===== config.mk =====
export PLATFORM = sky130hd
export DESIGN_NAME = lsd_ram
export DESIGN_NICKNAME = d
export VERILOG_FILES = /design/src/hdl/lsd_ram.sv
export SDC_FILE = /design/constraint.sdc
export NUM_CORES = 2
export LEC_CHECK = 0
export ABC_AREA = 1
export CAP_MARGIN = 20
export CELL_PAD_IN_SITES_DETAIL_PLACEMENT = 0
export CELL_PAD_IN_SITES_GLOBAL_PLACEMENT = 1
export CORE_UTILIZATION = 53
export DETAILED_ROUTE_END_ITERATION = 7
export DONT_BUFFER_PORTS = 1
export PLACE_DENSITY_LB_ADDON = 0.1
export SETUP_SLACK_MARGIN = 0.02
export SYNTH_ARGS = -nofsm -noshare
export SYNTH_HDL_FRONTEND = slang
export SYNTH_SLANG_ARGS = --single-unit

===== constraint.sdc =====
create_clock -name i_clk -period 3.4 [get_ports i_clk]
set_input_delay 0.34 -clock i_clk [delete_from_list [all_inputs] [get_ports i_clk]]
set_output_delay 0.34 -clock i_clk [all_outputs]
set_load 0.05 [all_outputs]

===== src/hdl/lsd_ram.sv =====
// ----------------------------------------------------------------------------
// lsd_ram
// Generic single-clock RAM: one write port, one read port, registered read
// data that holds while no read is issued.
// ----------------------------------------------------------------------------
module lsd_ram #(
    parameter int WIDTH = 8,
    parameter int DEPTH = 256
) (
    input  logic                     i_clk,
    input  logic                     i_we,
    input  logic [$clog2(DEPTH)-1:0] i_waddr,
    input  logic [WIDTH-1:0]         i_wdata,
    input  logic                     i_re,
    input  logic [$clog2(DEPTH)-1:0] i_raddr,
    output logic [WIDTH-1:0]         o_rdata
);

    logic [WIDTH-1:0] r_mem [DEPTH];
    logic [WIDTH-1:0] r_rdata;

    // Write, and register the read word
    always_ff @(posedge i_clk) begin
        if (i_we) begin
            r_mem[i_waddr] <= i_wdata;
        end
        if (i_re) begin
            r_rdata <= r_mem[i_raddr];
        end
    end

    assign o_rdata = r_rdata;

endmodule


# ---- Word level (Yosys, flattened, before mapping)
# Memories as Yosys holds them, arrays and structs flattened. A register that Yosys moved wholly into a read port is not among the register bits.
# Cells that the tools add are included.
# W data, S select, Z words.
dict set report totals {
  romBits 0
  ramBits 2048
  out_inout_bits 8
  memories 1
  latchBits 0
  inputBits 27
  register_bits 0
}
dict set report classes {
  div_mod_pow 0
  n_mux 2
  n_mul 0
  bitwise_logic 0
  reduce_logical 0
  shifts 0
  order_cmp 0
  n_addsub 0
  n_eq_ne 0
}
# memory depth width rd rd_clocked_by_memory_dff write_ports line_no
set mem_list {}
lappend mem_list {r_mem 256 8 1 1 1 19} ;# logic [WIDTH-1:0] r_mem [DEPTH];
# operator count
set ops {}
lappend ops {{$mux W1} 2}

# ---- Depth between registers and ports, before layout
dict set report depth {
  depth_word 2
  mapped_depth 15
  ltp_nobuf 11
}

# ---- Least setup slack after synthesis
# No wires, ideal clock.
dict set report synth_timing {
  path_kind {input to register}
  start {in i_we}
  end {mem r_mem[162][0] (enable)}
  setup_ns 0.370
  arrival_time_ns 1.461
  setup_slack_ns 1.569
  path_stages 4
  t_required_ns 3.030
  path_cell_list {clkbuf_1 nand3_1 clkbuf_1 nor2_1}
}
dict set report synth_between {
  elab_chain_cells 2
}
# item line_no
set synth_lines {}
lappend synth_lines {{from (decl)} 11} ;# input logic i_we,
lappend synth_lines {{$mux W1} 24} ;# if (i_we) begin
lappend synth_lines {{$mux W1 (implied by the code)} 25} ;# r_mem[i_waddr] <= i_wdata;
lappend synth_lines {{to (decl)} 19}
# Every way passes these cells.

==> metrics.md <==
| Metric | Value |
|---|---|
| Maximum clock insertion buffer count | `3` |
| Most frequent cell on the critical path | `nand3_1` |
| Synth Area in Compound Gates | `0%` |
| TritonCTS clock tree | `yes` |
| Avg WL per Cell | `25.1 um` |
| Clock buffer count from CTS | `around 200` |
| CP endpoint kind | `flip-flop` |
| Critical Path AT | `about 4700 ps` |
| Final Util | `59.2%` |
| Pleak | `roughly 0.032 uW` |
| Period utilisation layout | `119%` |
| Routed Antenna Nets | `0` |
| Post-Syn Area per Cell | `between 10 and 15 um2` |
| Port bufs | `0` |
| Largest net degree at the start of global routing | `1026` |
| DR WL met2 | `roughly 110000 um` |
| Clk sinks | `between 2000 and 2500` |
| Max-slew violation count | `883` |
| Critical path's largest stage delay | `roughly 660 ps` |
| Setup CP Type | `in2reg` |
| Post-CTS Setup Inserts | `0` |
| Synthesized flop and latch total | `~2100` |
| Vias in the first global route | `51400` |
| Synth-to-Final Area Change | `10.9%` |
| Top cells by area, synth | `edfxtp_1, nand3_1, nand2_1` |
| Vias per cell | `~5.9` |
| Die Y-Extent | `approximately 400 um` |
| Global-route wire length before repair | `roughly 340000 um` |
| Total global-route track usage | `29.2%` |
| Slowest cell on crit path | `clkinv_16` |
| Post-synth cell types | `13` |
| Starting Density | `between 50% and 60%` |
| Metal3 WL | `20100 um` |
| Std-Cell Rows | `approximately 150` |
| Post-Synthesis Cell Area | `between 80000 and 90000 um2` |
| Final Setup Violations | `1` |
| Failing checks | `hold timing, slew limit, setup timing` |
| Share of the yosys chip area belonging to registers | `about 74%` |
| Final hold vios | `960` |
| Post-synthesis mux area share | `0%` |
| Setup ws final | `-631 ps` |
| Simple logic cell fraction of the synthesized area | `between 20% and 30%` |
| Initial DRC Count | `a little under 6000` |
| Fill cells | `around 13000` |
| Slew @ Worst Pin | `approximately 2500 ps` |
| Tot Pwr | `approximately 51000 uW` |
| Syn nets | `roughly 7000` |
| Met1 wire length | `99400 um` |
| Max-cap violations | `0` |
| Die X-Extent | `roughly 400 um` |
| Syn Inst Count | `7003` |
| CTS clock-pin slew for the worst setup and hold paths | `60 ps` |
| Count leader, synth | `nand2_1` |
| HP Class | `in2reg` |
| Final hold slack | `-343 ps` |
| Max Clock Freq | `0.248 GHz` |
| I/O pin cnt | `35` |
| DRC viols | `0` |
| Die ar. | `159000 um2` |
| VDD IR max | `roughly 0.00051 V` |
| Fraction of layout cells with a size suffix above 1 | `between 8 and 9%` |
| Required @ worst endpoint | `between 4000 and 5000 ps` |
| Floorplan core area | `roughly 160000 um2` |
| Nets | `approximately 7000` |
| EDFF count, synth | `approximately 2100` |
| Drt pass-1 iters | `6` |
| Crit Path Max Fanout | `about 1000` |
| RSZ-0062 raised after global routing | `no` |
| Largest family of logic cells by synthesized area | `simple AND/OR/NAND/NOR gates` |
| Initial antenna violation count | `10` |
| YS warnings | `0` |
| Grt ovf | `0` |
| Max Used Layer | `met5` |
| GPL Wtd Cong | `roughly 0.85` |
| CTS HTree Levels | `4` |
| Post-Route Skew | `approximately 25 ps` |
| Top cells by count, synth | `nand2_1, edfxtp_1, nand3_1, nor2_1, buf_2` |
| Via count of the routed design | `between 50000 and 60000` |
| Yosys top cell area share | `about three quarters` |
| Main synth FF type | `edfxtp_1` |
| Final wirelength | `around 230000 um` |
| Run status | `finished with violations` |
| CTS root buffer | `clkbuf_16` |
| CP Launch Type | `input port` |
| Clk_lat worst skew | `830 ps` |
| Min Tclk post-route | `4030 ps` |
| Detailed-placement wirelength estimate | `122000 um` |
| Critical path cell sequence | `clkinv_16, buf_12, nand2_1, nand3_1, nand3_1, nand3_1, nand3_1, nand3_1, nand3_1, nand2_1, nand2_1, dlygate4sd3_1, nand2_1, dlygate4sd3_1` |
| Post-Synth XOR/XNOR Area | `0%` |
| Synth area leader | `edfxtp_1` |
| Adder-cell share of the synthesized area | `0%` |
| FFs w/ async S/R, synth | `0%` |
| Relative slew slack | `-65.7%` |
| PD cells | `around 560 nW/um2` |
-- critical path: cells and delay by family --
| family | cells | cell delay (ps) |
|---|---|---|
| buf+inv | 4 | 2150 |
| simple gates | 10 | 1210 |
-- per-stage QoR --
step                      cells  setup slack (ps)  instance area (um2)  setup TNS [ps]
after detailed placement   8885               105                86300               0
after global routing       9251              21.6                92500               0
after floorplan            7003              1570                83500               0
after global placement     8885               211                86300               0
final                      9255              -631                92500            -631
after CTS                  9249               249                92500               0
-- power breakdown --
part	switching (uW)	internal [uW]
Clock	9230	11800
Combinational	1670	755
Sequential	82.7	28000
-- sequential cells by signal (all words and copies together), names as in the netlist --
signal and flops:
o_rdata 8, r_mem 2048
-- cell type report --
| type | instances | area, um2 | share of cell area [%] |
|---|---|---|---|
| Sequential cell | 2056 | 61700 | 66.7 |
| Clock buffer | 269 | 5520 | 5.96 |
| Multi-Input combinational cell | 4425 | 19200 | 20.7 |
| Antenna cell | 4 | 10.0 | 0.0108 |
| Tap cell | 2058 | 2570 | 2.78 |
| Timing Repair Buffer | 315 | 2780 | 3.00 |
| Clock inverter | 89 | 577 | 0.623 |
| Inverter | 39 | 190 | 0.205 |
-- metal layers --
metal	track usage [%]	vias to the layer above
met5	0	-
met4	7.85	4
met3	5.87	298
met2	45.1	2114
met1	42.4	26900
li1	-	24900
-- layout by cell type, fill, tap and decap left out, types with 2 or more instances in the layout --
master         Yosys  final
nand3_1         2019   2019
buf_16             0      3
buf_4             46    280
clkbuf_1         112     57
inv_8              0      2
inv_1             36     34
diode_2            0      4
clkinv_1           0     41
bufinv_16          0      6
inv_6              0      5
buf_12             0     27
nand2_1         2123   2113
clkbuf_16          0    212
dlygate4sd3_1      0      5
nor2_1           283    283
nand2_2            0     10
edfxtp_1        2056   2056
clkinv_2           0     35
-- cell families (layout without fill, tap and decap cells) --
group	after synthesis	in the layout
buffers and inverters	522	712
and+or+nand+nor	4425	4425
other	0	4
DFF	2056	2056
-- final timing paths --
| kind | to | startpoint | depth (start not counted) | slack [ps] |
|---|---|---|---|---|
| min reg2reg | o_rdata[1]$_DFFE_PP_ | r_mem[196][1]$_DFFE_PP_ | 10 | 1070 |
| min | r_mem[38][5]$_DFFE_PP_ | i_wdata[5] | 0 | -340 |
| max | o_rdata[0]$_DFFE_PP_ | i_raddr[0] | 14 | -630 |
| max reg2reg | o_rdata[0]$_DFFE_PP_ | r_mem[201][0]$_DFFE_PP_ | 12 | 370 |
-- repair_timing --
item                                   in CTS  in global routing
hold buffers                                6                  2
endpoints found under the hold margin    2064               1792
setup endpoints to repair                   0                  1
gates resized for setup                     0                  1
(Power assumes the default switching activity.)
