<file path="src/hdl/lsd_pkg.sv">
// ----------------------------------------------------------------------------
// lsd_pkg
// Shared constants and types of the LZSS stream decoder: token field widths,
// bit buffer sizing and the result record that travels to the output stage.
// ----------------------------------------------------------------------------
package lsd_pkg;

    // Token format
    localparam int DIST_BITS          = 13;
    localparam int LEN_BITS           = 4;
    localparam int MIN_MATCH_LESS_ONE = 2;
    localparam int LIT_BITS           = 8;
    localparam int IN_BITS            = 8;

    // History ring
    localparam int RING_DEPTH = 1 << DIST_BITS;

    // Token sizes in bits
    localparam int LIT_TOK_BITS   = 1 + LIT_BITS;
    localparam int END_TOK_BITS   = 1 + LEN_BITS;
    localparam int MATCH_TOK_BITS = 1 + LEN_BITS + DIST_BITS;

    // Bit buffer holds at most one incomplete match token plus one input byte
    localparam int BUF_BITS = MATCH_TOK_BITS - 1 + IN_BITS;
    localparam int CNT_BITS = $clog2(BUF_BITS + 1);

    // Longest copy and the width of its down counter
    localparam int MAX_COPY = (1 << LEN_BITS) - 2 + MIN_MATCH_LESS_ONE + 1;
    localparam int CPY_BITS = $clog2(MAX_COPY + 1);

    // One decoded result
    typedef struct packed {
        logic                stream_end;
        logic                run_last;
        logic [LIT_BITS-1:0] out_byte;
    } t_result;

    // History port request from the decoder core
    typedef struct packed {
        logic                 we;
        logic [DIST_BITS-1:0] waddr;
        logic [LIT_BITS-1:0]  wdata;
        logic                 re;
        logic [DIST_BITS-1:0] raddr;
    } t_ram_req;

endpackage

</file>
<file path="src/hdl/lsd_core.sv">
// ----------------------------------------------------------------------------
// lsd_core
// Bit buffer, token parser and copy sequencer. Literals and copied bytes are
// written to the history RAM at the write position; copies read one byte a
// cycle unless stalled, forwarding the byte written in the same cycle on overlap.
// ----------------------------------------------------------------------------
module lsd_core
    import lsd_pkg::*;
(
    input  logic                i_clk,
    input  logic                i_rst_n,
    input  logic                i_in_valid,
    output logic                o_in_ready,
    input  logic [IN_BITS-1:0]  i_in_byte,
    output logic                o_emit_valid,
    input  logic                i_emit_ready,
    output t_result             o_emit,
    output t_ram_req            o_ram,
    input  logic [LIT_BITS-1:0] i_ram_rdata
);

    localparam logic [1:0] ST_IDLE  = 2'd0;
    localparam logic [1:0] ST_PARSE = 2'd1;
    localparam logic [1:0] ST_COPY  = 2'd2;

    logic [1:0]           r_state, n_state;
    logic [BUF_BITS-1:0]  r_buf, n_buf;
    logic [CNT_BITS-1:0]  r_cnt, n_cnt;
    logic                 r_fin, n_fin;
    logic [DIST_BITS-1:0] r_wp, n_wp;
    logic                 r_wrap, n_wrap;
    logic [DIST_BITS-1:0] r_src, n_src;
    logic [CPY_BITS-1:0]  r_left, n_left;
    logic                 r_pend, n_pend;
    logic                 r_fwd, n_fwd;
    logic                 r_vld, n_vld;
    logic [LIT_BITS-1:0]  r_wbyte, n_wbyte;

    logic                 tok_rdy;
    logic                 is_end;
    logic [LIT_BITS-1:0]  lit;
    logic [LEN_BITS-1:0]  lenf;
    logic [DIST_BITS-1:0] distance;
    logic [BUF_BITS-1:0]  lit_buf, match_buf;
    logic [CNT_BITS-1:0]  lit_cnt, match_cnt;
    logic [LIT_BITS-1:0]  cpy_byte;
    logic                 step;

    // True when the buffer holds every bit of the next token
    function automatic logic tok_ready(input logic [BUF_BITS-1:0] b,
                                       input logic [CNT_BITS-1:0] c);
        logic lit_ok;
        logic mat_ok;
        lit_ok = !b[0] && (c >= CNT_BITS'(LIT_TOK_BITS));
        mat_ok = b[0] && (c >= CNT_BITS'(END_TOK_BITS)) &&
                 ((&b[LEN_BITS:1]) || (c >= CNT_BITS'(MATCH_TOK_BITS)));
        return lit_ok || mat_ok;
    endfunction

    // Decode the token at the head of the buffer
    assign tok_rdy   = tok_ready(r_buf, r_cnt);
    assign lit       = r_buf[LIT_BITS:1];
    assign lenf      = r_buf[LEN_BITS:1];
    assign distance  = r_buf[LEN_BITS+DIST_BITS:LEN_BITS+1];
    assign is_end    = &lenf;
    assign lit_buf   = r_buf >> LIT_TOK_BITS;
    assign lit_cnt   = r_cnt - CNT_BITS'(LIT_TOK_BITS);
    assign match_buf = r_buf >> MATCH_TOK_BITS;
    assign match_cnt = r_cnt - CNT_BITS'(MATCH_TOK_BITS);

    // Copy byte: forwarded write, history word, or zero for a never written entry
    assign cpy_byte = r_fwd ? r_wbyte : (r_vld ? i_ram_rdata : '0);

    assign o_in_ready = (r_state == ST_IDLE);
    assign step       = !r_pend || i_emit_ready;

    // Sequence tokens and copies
    always_comb begin
        n_state      = r_state;
        n_buf        = r_buf;
        n_cnt        = r_cnt;
        n_fin        = r_fin;
        n_wp         = r_wp;
        n_wrap       = r_wrap;
        n_src        = r_src;
        n_left       = r_left;
        n_pend       = r_pend;
        n_fwd        = r_fwd;
        n_vld        = r_vld;
        n_wbyte      = r_wbyte;
        o_emit_valid = 1'b0;
        o_emit       = '0;
        o_ram        = '0;
        case (r_state)
            ST_IDLE: begin
                // Append the byte, or drop it after the end marker
                if (i_in_valid && !r_fin) begin
                    n_buf   = r_buf | (BUF_BITS'(i_in_byte) << r_cnt);
                    n_cnt   = r_cnt + CNT_BITS'(IN_BITS);
                    n_state = ST_PARSE;
                end
            end
            ST_PARSE: begin
                if (!tok_rdy) begin
                    n_state = ST_IDLE;
                end else if (!r_buf[0]) begin
                    // Literal: store and emit
                    o_emit_valid    = 1'b1;
                    o_emit.out_byte = lit;
                    o_emit.run_last = !tok_ready(lit_buf, lit_cnt);
                    if (i_emit_ready) begin
                        o_ram.we    = 1'b1;
                        o_ram.waddr = r_wp;
                        o_ram.wdata = lit;
                        n_wp        = r_wp + 1'b1;
                        n_wrap      = r_wrap | (&r_wp);
                        n_wbyte     = lit;
                        n_buf       = lit_buf;
                        n_cnt       = lit_cnt;
                    end
                end else if (is_end) begin
                    // End marker: one end result, then drop everything
                    o_emit_valid      = 1'b1;
                    o_emit.run_last   = 1'b1;
                    o_emit.stream_end = 1'b1;
                    if (i_emit_ready) begin
                        n_fin   = 1'b1;
                        n_buf   = '0;
                        n_cnt   = '0;
                        n_state = ST_IDLE;
                    end
                end else begin
                    // Match: load source and length
                    n_buf   = match_buf;
                    n_cnt   = match_cnt;
                    n_src   = r_wp - distance;
                    n_left  = CPY_BITS'(lenf) + CPY_BITS'(MIN_MATCH_LESS_ONE + 1);
                    n_pend  = 1'b0;
                    n_state = ST_COPY;
                end
            end
            ST_COPY: begin
                if (r_pend) begin
                    o_emit_valid    = 1'b1;
                    o_emit.out_byte = cpy_byte;
                    o_emit.run_last = (r_left == '0) && !tok_rdy;
                end
                if (step) begin
                    // Store and emit the byte that arrived
                    if (r_pend) begin
                        o_ram.we    = 1'b1;
                        o_ram.waddr = r_wp;
                        o_ram.wdata = cpy_byte;
                        n_wp        = r_wp + 1'b1;
                        n_wrap      = r_wrap | (&r_wp);
                        n_wbyte     = cpy_byte;
                    end
                    // Issue the next read, flagging overlap and unwritten entries
                    if (r_left != '0) begin
                        o_ram.re    = 1'b1;
                        o_ram.raddr = r_src;
                        n_src       = r_src + 1'b1;
                        n_left      = r_left - 1'b1;
                        n_pend      = 1'b1;
                        n_fwd       = r_pend && (r_src == r_wp);
                        n_vld       = n_wrap || (r_src < n_wp);
                    end else begin
                        n_pend  = 1'b0;
                        n_state = ST_PARSE;
                    end
                end
            end
            default: begin
                n_state = ST_IDLE;
            end
        endcase
    end

    // State registers
    always_ff @(posedge i_clk) begin
        if (!i_rst_n) begin
            r_state <= ST_IDLE;
            r_buf   <= '0;
            r_cnt   <= '0;
            r_fin   <= 1'b0;
            r_wp    <= '0;
            r_wrap  <= 1'b0;
            r_pend  <= 1'b0;
            r_left  <= '0;
        end else begin
            r_state <= n_state;
            r_buf   <= n_buf;
            r_cnt   <= n_cnt;
            r_fin   <= n_fin;
            r_wp    <= n_wp;
            r_wrap  <= n_wrap;
            r_pend  <= n_pend;
            r_left  <= n_left;
        end
    end

    // Copy datapath registers
    always_ff @(posedge i_clk) begin
        r_src   <= n_src;
        r_fwd   <= n_fwd;
        r_vld   <= n_vld;
        r_wbyte <= n_wbyte;
    end

`ifndef SYNTHESIS
    a_pend_in_copy: assert property (@(posedge i_clk) disable iff (!i_rst_n)
        r_pend |-> r_state == ST_COPY)
        else $error("read in flight outside a copy");
    a_cnt_bound: assert property (@(posedge i_clk) disable iff (!i_rst_n)
        r_cnt <= CNT_BITS'(BUF_BITS))
        else $error("bit buffer overfilled");
    a_quiet_after_end: assert property (@(posedge i_clk) disable iff (!i_rst_n)
        r_fin |-> !o_emit_valid && r_cnt == '0)
        else $error("activity after end marker");
    a_end_is_last: assert property (@(posedge i_clk) disable iff (!i_rst_n)
        o_emit_valid && o_emit.stream_end |-> o_emit.run_last && o_emit.out_byte == '0)
        else $error("malformed end result");
    a_wp_advance: assert property (@(posedge i_clk) disable iff (!i_rst_n)
        o_ram.we |=> r_wp == $past(r_wp) + 1'b1)
        else $error("write position did not advance");
`endif

endmodule

</file>
<file path="config.mk">
export PLATFORM = sky130hd
export DESIGN_NAME = lsd_core
export DESIGN_NICKNAME = d
export VERILOG_FILES = /design/src/hdl/lsd_pkg.sv /design/src/hdl/lsd_core.sv
export SDC_FILE = /design/constraint.sdc
export NUM_CORES = 1
export LEC_CHECK = 0
export ABC_AREA = 1
export BUFFER_PORTS_ARGS = -buffer_cell sky130_fd_sc_hd__buf_2
export CAP_MARGIN = 0
export CORE_MARGIN = 2
export CORE_UTILIZATION = 50
export CTS_CLUSTER_SIZE = 40
export DETAILED_ROUTE_END_ITERATION = 6
export PLACE_DENSITY = 0.69
export SKIP_CTS_REPAIR_TIMING = 1
export SLEW_MARGIN = 10
export SYNTH_ARGS = -nofsm -noshare
export SYNTH_HDL_FRONTEND = slang
export SYNTH_SLANG_ARGS = --single-unit
</file>
<file path="constraint.sdc">
create_clock -name i_clk -period 7.55 [get_ports i_clk]
set_clock_uncertainty 0.1 [all_clocks]
set_input_delay 1.51 -clock i_clk [delete_from_list [all_inputs] [get_ports i_clk]]
set_output_delay 1.51 -clock i_clk [all_outputs]
set_load 0.03 [all_outputs]
</file>
# Word level (Yosys, flattened, before mapping)
# Cells that the tools add are included.
[op_classes] addsub=8 n_mul=0 n_div=0 n_lt_le_gt_ge=7 eq_ne=17 n_shift=1 mux=85 bitwise=2 n_reduce_logical=38
[op_table] op="13-bit two-way mux" count=12
[op_table] op="25-bit two-way mux" count=6
[op_table] op="22-bit two-way mux" count=4
[op_table] op="8-bit two-way mux" count=8
[op_table] op="5-bit two-way mux" count=11
[op_table] op="13-bit case mux with 2 select lines" count=2
[op_table] op="25-bit case mux with 2 select lines" count=1
[op_table] op="22-bit case mux with 2 select lines" count=1
[op_table] op="36-bit two-way mux" count=1
[op_table] op="14-bit two-way mux" count=2
[op_table] op="13-bit by 1-bit adder with 13-bit output (second input constant)" count=2
[op_table] op="25-bit bitwise OR" count=1
[op_table] op="8-bit by 5-bit left shift with 25-bit output" count=1
[op_table] op="5-bit case mux with 2 select lines" count=2
[op_table] op="5-bit AND reduction" count=4
[op_table] op="1-bit two-way mux" count=19
[op_table] op="2-bit != test (second input constant)" count=9
[op_table] op="9-bit case mux with 2 select lines" count=1
[op_table] op="2-bit two-way mux" count=8
[op_table] op="8-bit case mux with 2 select lines" count=1
[op_table] op="13-bit == test" count=1
[op_table] op="13-bit < comparator" count=1
[op_table] op="13-bit AND reduction" count=1
[op_table] op="13-bit subtractor" count=1
[op_table] op="29 further kinds" count=58
[word_totals] regBits=76 latchBits=0 mem_bits_rw=0 rom_bits=0 inputBits=20 out_inout_bits=48 word_cells=171 memories=0

# Logic depth before layout (Yosys ltp)
# Gate-level depths: netlist of run 1.
[logic_depth] ltp_word=9 ltp_mapped=16 ltp_nobuf=14

# Least setup slack after synthesis of run 1
# Ideal clock, no wire load.
[synth_timing] path_type="in2out" startpoint="in i_emit_ready" endpoint="out o_ram[10] in the netlist's numbering" arrival_time_ns=3.040 required_time_ns=5.940 path_slack_ns=2.900 path_stages=6 path_buffers=2 path_cell_list="buf_4 -> nor2_1 -> nor2_1 -> inv_1 -> clkbuf_1 -> nor2_1"
[synth_lines] element="from (decl)" line="lsd_core.sv:16" text="input logic i_emit_ready,"
[synth_lines] element="to (decl)" line="lsd_core.sv:18" text="output t_ram_req o_ram,"

==> results.md, run 1 <==
- RSZ-0062 raised after global routing: false
- CTS tree: yes
- Async set-reset flop share out of synthesis: 0%
- Drt pass-1 iters: 5
- Port-buffer cells: 67
- Ys flop type: dfxtp_1
- Ports: 68
- Final worst slack: 2.17 ns
- Vias: approximately 7000
- CP endpoint kind: output pin
- Simple-Gate Fraction of Synth Area: 30.4%
- Net Count, Synth: roughly 1100
- Nets@finish: between 1000 and 1500
- Top cells by count, synth: nand2_1 (234), inv_1 (110), nor2_1 (102)
- Post-Route WL: between 20 and 25 mm
- Number of synthesized flops with an enable pin: 23
- Post-Syn Instances: about 1000
- Leak: about 3.3 nW
- Final core area utilization: approximately 56%
- Vias in the first global route: about 6200
- Initial Util: 50.7%
- Hold/Removal Path Class: reg2reg
- Post-synth top area share: between 10% and 20%
- Die width: 119 um
- DR iter-0 viols: 730
- Cell Pwr Density: 450 mW/mm^2
- Cells after DPL: roughly 1200
- N_diodes: 0
- Crit Path Max Fanout: 19
- Largest net degree at the start of global routing: 37
- Antenna violations before repair: 1
- Worst Max-Slew Pin Slew: approximately 0.91 ns
- Final Hold Vio Count: 0
- MaxCap Viol Count: 0
- Peak VDD IR: between 100 and 150 uV
- Post-layout min period: about 5.4 ns
- Drt wl/cell: 16.2 um
- Final hold slack: ~0.37 ns
- Post-Place Setup Slack: 2.63 ns
- Startpoint types: flip-flop
- Synthesis-stage register bit count: between 70 and 80
- H-tree levels: 3
- CP required: approximately 5.9 ns
- Share of cells above drive strength 1: roughly 10%
- DRC viols: 0
- Final Total Pwr: about 3.3 mW
- Via/cell ratio: ~5.6
- Slew HR: around two fifths
- Die area: roughly 0.014 mm^2
- Post-synth cell types: 53
- Setup violators final: 0
- Xor/xnor share of the synthesized area: between 3 and 4%
- Post-route cell area: about 0.0073 mm^2
- Row count: 42
- Syn avg cell area: 6.52 um^2
- Area leader, netlist: dfxtp_1
- Synth Area in Compound Gates: between 20% and 30%
- Largest family of logic cells by synthesized area: simple AND/OR/NAND/NOR gates
- Synthesized area: between 0.006 and 0.007 mm^2
- Mux share of post-synthesis cell area: 0.151%
- Worst-Skew Late Latency: ~0.35 ns
- CTS Buf Count: 9
- Part of the Yosys area used for sequential elements: about a quarter
- Clock Tree Buf Depth: 2
- Antenna Violating Nets Remaining: 0
- GRT Resource Usage Total: 28.5%
- Clock transition at the registers of the reported paths: approximately 0.060 ns
- Top-count cell post-synth: nand2_1
- First-pass GRT wire length: 32.2 mm
- Final non-filler cell total: approximately 1200
- Root Buffer: clkbuf_16
- Fmax: between 150 and 200 MHz
- Arr. time, crit path: roughly 3.8 ns
- Dpl hpwl: 15.3 mm
- Final TNS setup: 0 ns
- Placed Instance Area: approximately 0.007 mm^2
- WS Path Type: reg2out
- Chip Height: ~120 um
- Core area: 0.0131 mm^2
- Gp weighted congestion: just over 0.9
- Num Clock Sinks: 76
- Area growth from synthesis to layout: 10.2%
- Total global routing overflow: 0
- Period Utilization, post-route: 71.3%
- Status: complete, no violations
- Slew Viols, Final: 0
- Ys Warns: 0
- Ranking of synthesized cells by area: dfxtp_1 (16%), nand2_1 (13%), edfxtp_1 (10%)
- Adder-cell share of the synthesized area: between 9 and 10%
## metal layers
| layer | part of all wire, % | vias up | GRT usage [%] |
|---|---|---|---|
| met5 | 0 | - | 0 |
| met4 | 2.0 | 0 | 9.38 |
| met3 | 7.9 | 30 | 4.12 |
| met2 | 41 | 299 | 41.2 |
| met1 | 49 | 3159 | 43.2 |
| li1 | - | 3500 | - |
## area by class of cell
| cell class | instances | area, um^2 |
|---|---|---|
| Clock buffer | 9 | 225 |
| Clock inverter | 7 | 67.6 |
| Multi-Input combinational cell | 786 | 4260 |
| Sequential cell | 76 | 1750 |
| Tap cell | 176 | 220 |
| Fill cell | 1343 | 5770 |
| Timing Repair Buffer | 69 | 350 |
| Inverter | 118 | 445 |
## layout by cell type, fill, tap and decap left out, types with 7 or more instances in the layout
cell         n
a21oi_1    101
a22oi_1      7
buf_2       67
clkbuf_16    9
dfxtp_1     53
edfxtp_1    23
ha_1        47
inv_1      110
nand2_1    234
nand3_1     72
nand4_1     11
nor2_1     102
nor3_1      13
o21ai_0     90
o22ai_1     18
xor2_1      26
## flip-flops by register name, summed over array words and instances, names as in the netlist, 2 cells and up
register,count
r_buf,25
r_src,13
r_left,5
r_wbyte,8
r_cnt,5
r_state,2
r_wp,13
## power by group
part	switching [mW]	internal, mW	leakage (nW)	total, mW
Clock	0.186	0.254	0.140	0.440
Combinational	1.32	0.671	2.48	1.99
Sequential	0.217	0.649	0.649	0.866
Total	1.72	1.57	3.27	3.29
## final timing paths
kind,startpoint,end,slack [ns],cells past startpoint
worst min-delay path,r_buf[15],r_buf[15],0.37,2
worst min register to register,r_buf[15],r_buf[15],0.37,2
worst max register to register,r_cnt[3],r_src[8],3.98,9
worst max-delay path,r_cnt[1],o_ram[29],2.17,12
## cells by family (layout without fill, tap and decap cells)
group | Yosys count | count (layout)
mux | 1 | 1
flops | 76 | 76
fa+ha+maj | 48 | 48
compound gates | 248 | 248
xor+xnor | 29 | 29
simple gates | 460 | 460
buf+inv | 156 | 203
## worst max-delay path, stage by stage, from the launching register on
cell and delay [ns]:
dfxtp_1 0.59, inv_1 0.39, ha_1 0.36, nand2_1 0.14
nand2_1 0.06, nand3_1 0.07, nand2_1 0.13, nor2_1 0.72
nor2_1 0.11, nor2_1 0.23, inv_1 0.25, nor2_1 0.15
buf_2 0.21
(Power assumes the default switching activity.)
==> run 2, diff against run 1 <==
clock period = 5.5 ns   (was 7.55 ns; I/O delays follow)
==> results.md, run 2 (synthesized netlist as in run 1, its figures left out) <==
- Status: complete, no violations (unchanged)
- Num Clock Sinks: 76 (unchanged)
- Most common cell after layout, fill and taps aside: nand2_1 (unchanged)
- Worst R2R Path Depth: 9 (unchanged)
- Die area: 0.0142 mm^2 (unchanged)
- DR iter-0 viols: 751 (was 730)
- Share of cells above drive strength 1: 10.7% (was 10.3%)
- Startpoint types: flip-flop (unchanged)
- GRT Resource Usage Total: 28.6% (was 28.5%)
- Period Utilization, post-route: 84.7%
- Drt pass-1 iters: 5 (unchanged)
- Fmax: approximately 210 MHz
- Largest net degree at the start of global routing: 36 (was 37)
- H-tree levels: 3 (unchanged)
- Crit Path Max Fanout: 18 (was 19)
- Placed Instance Area: 0.00704 mm^2 (was 0.00702 mm^2)
- Flop2flop setup slack: 1.92 ns (was 3.98 ns)
- Clock Tree Buf Depth: 2 (unchanged)
- Antenna violations before repair: 0 (was 1)
- Vias in the first global route: 6195 (was 6150)
- Final TNS setup: 0 ns (unchanged)
- Total global routing overflow: 0 (unchanged)
- DRC viols: 0 (unchanged)
- WS Path Type: reg2out (unchanged)
- Port-buffer cells: 67 (unchanged)
- Chip Height: 119 um (unchanged)
- Area growth from synthesis to layout: 10.6% (was 10.2%)
- Hold/Removal Path Class: reg2reg (unchanged)
- First-pass GRT wire length: 32.1 mm (was 32.2 mm)
- Root Buffer: clkbuf_16 (unchanged)
- Initial Util: 50.7% (unchanged)
- CP endpoint kind: output pin (unchanged)
- Worst Hold End: r_wrap (was r_buf[15])
- Post-route cell area: 0.00734 mm^2 (was 0.00732 mm^2)
- Arr. time, crit path: 3.46 ns (was 3.77 ns)
- Final Hold Vio Count: 0 (unchanged)
- CTS Buf Count: 9 (unchanged)
- Peak VDD IR: 187 uV (was 143 uV)
- RSZ-0062 raised after global routing: false (unchanged)
- Slew Viols, Final: 0 (unchanged)
- Vias: 6913 (was 6988)
- Core area: 0.0131 mm^2 (unchanged)
- Post-Route WL: 20.1 mm (about the same)
- Clock transition at the registers of the reported paths: 0.07 ns (was 0.06 ns)
- Die width: 119 um (unchanged)
- FF-to-FF Start: r_cnt[3] (unchanged)
- Nets@finish: 1130 (was 1128)
- Worst-Skew Late Latency: 0.35 ns (about the same)
- Via/cell ratio: 5.56 (was 5.63)
- Cell Pwr Density: 620 mW/mm^2 (was 450 mW/mm^2)
- Post-layout min period: 4.66 ns
- Most frequent cells in the layout: nand2_1 (234), inv_1 (110), nor2_1 (102) (unchanged)
- CP required: 4.30 ns (was 5.94 ns)
- Slew HR: 53.5% (was 39.0%)
- Dpl hpwl: 15.3 mm (about the same)
- N_diodes: 0 (unchanged)
- Leak: 3.29 nW (was 3.27 nW)
- Top Registers: r_buf: 25 flops, r_src: 13 flops, r_wp: 13 flops (unchanged)
- Worst Hold Depth: 2 (unchanged)
- Gp weighted congestion: 0.951 (was 0.930)
- Drt wl/cell: 16.2 um (about the same)
- Worst Max-Slew Pin Slew: 0.697 ns (was 0.911 ns)
- CTS tree: yes (unchanged)
- Ports: 68 (unchanged)
- Row count: 42 (unchanged)
- HP Start: r_wrap (was r_buf[15])
- Antenna Violating Nets Remaining: 0 (unchanged)
- MaxCap Viol Count: 0 (unchanged)
- Max reg flops: 25 (unchanged)
- Largest Register: r_buf (unchanged)
- Reg2reg end: r_src[12] (was r_src[8])
- Setup violators final: 0 (unchanged)
[run 2: worst max path at each step]
stage | depth (start not counted) | from | slack [ns] | end
after floorplan | 14 | r_cnt[1] | 1.48 | o_ram[17]
after global placement | 12 | r_cnt[3] | 1.35 | o_emit[8]
after detailed placement | 12 | r_cnt[3] | 1.29 | o_emit[8]
after CTS | 12 | r_cnt[3] | 0.91 | o_emit[8]
after global routing | 12 | r_cnt[3] | 0.59 | o_emit[8]
final | 12 | r_cnt[3] | 0.84 | o_emit[8]
[run 2: cell type report]
class	instances	area [um^2]
fillers	1327	5740
multi-input cells	786	4260
flip-flops and latches	76	1750
inverters	118	445
repair buffers	71	365
clock buffers	12	278
well taps	176	220
clock inverters	4	28.8
[run 2: per-stage QoR]
step	setup slack, ns	power [mW]	hold slack [ns]	util (%)	cells
final	0.840	4.55	0.359	56.1	1243
after CTS	0.905	4.49	0.360	56.1	1243
after global routing	0.585	4.97	0.401	56.1	1243
after detailed placement	1.29	3.86	0.349	53.8	1227
after global placement	1.35	3.84	0.345	53.8	1227
after floorplan	1.48	3.21	0.328	-	1018
[run 2: layer usage]
layer / wire [um] / part of all wire, % / global-route usage (%) / vias up
met3: 1600 / 8.0 / 4.84 / 27
met2: 8470 / 42 / 42.8 / 261
met4: 331 / 1.6 / 7.59 / 0
met5: 0 / 0 / 0 / -
li1: - / - / - / 3505
met1: 9730 / 48 / 42.5 / 3120
[run 2: worst max-delay path, cell delays in order (launching register included)]
cell      delay, ns
dfxtp_1        0.75
clkinv_1       0.61
ha_1           0.39
nand2_1        0.06
nor2_1         0.04
a21oi_1        0.14
nand2_2        0.10
nand2_1        0.27
inv_1          0.10
nor3_1         0.21
nand2_1        0.09
a21oi_1        0.11
buf_2          0.21
[run 2: power breakdown]
group / total [mW] / switching, mW / internal, mW
combinational: 2.75 / 1.82 / 0.923
clock: 0.627 / 0.267 / 0.360
sequential: 1.18 / 0.287 / 0.891
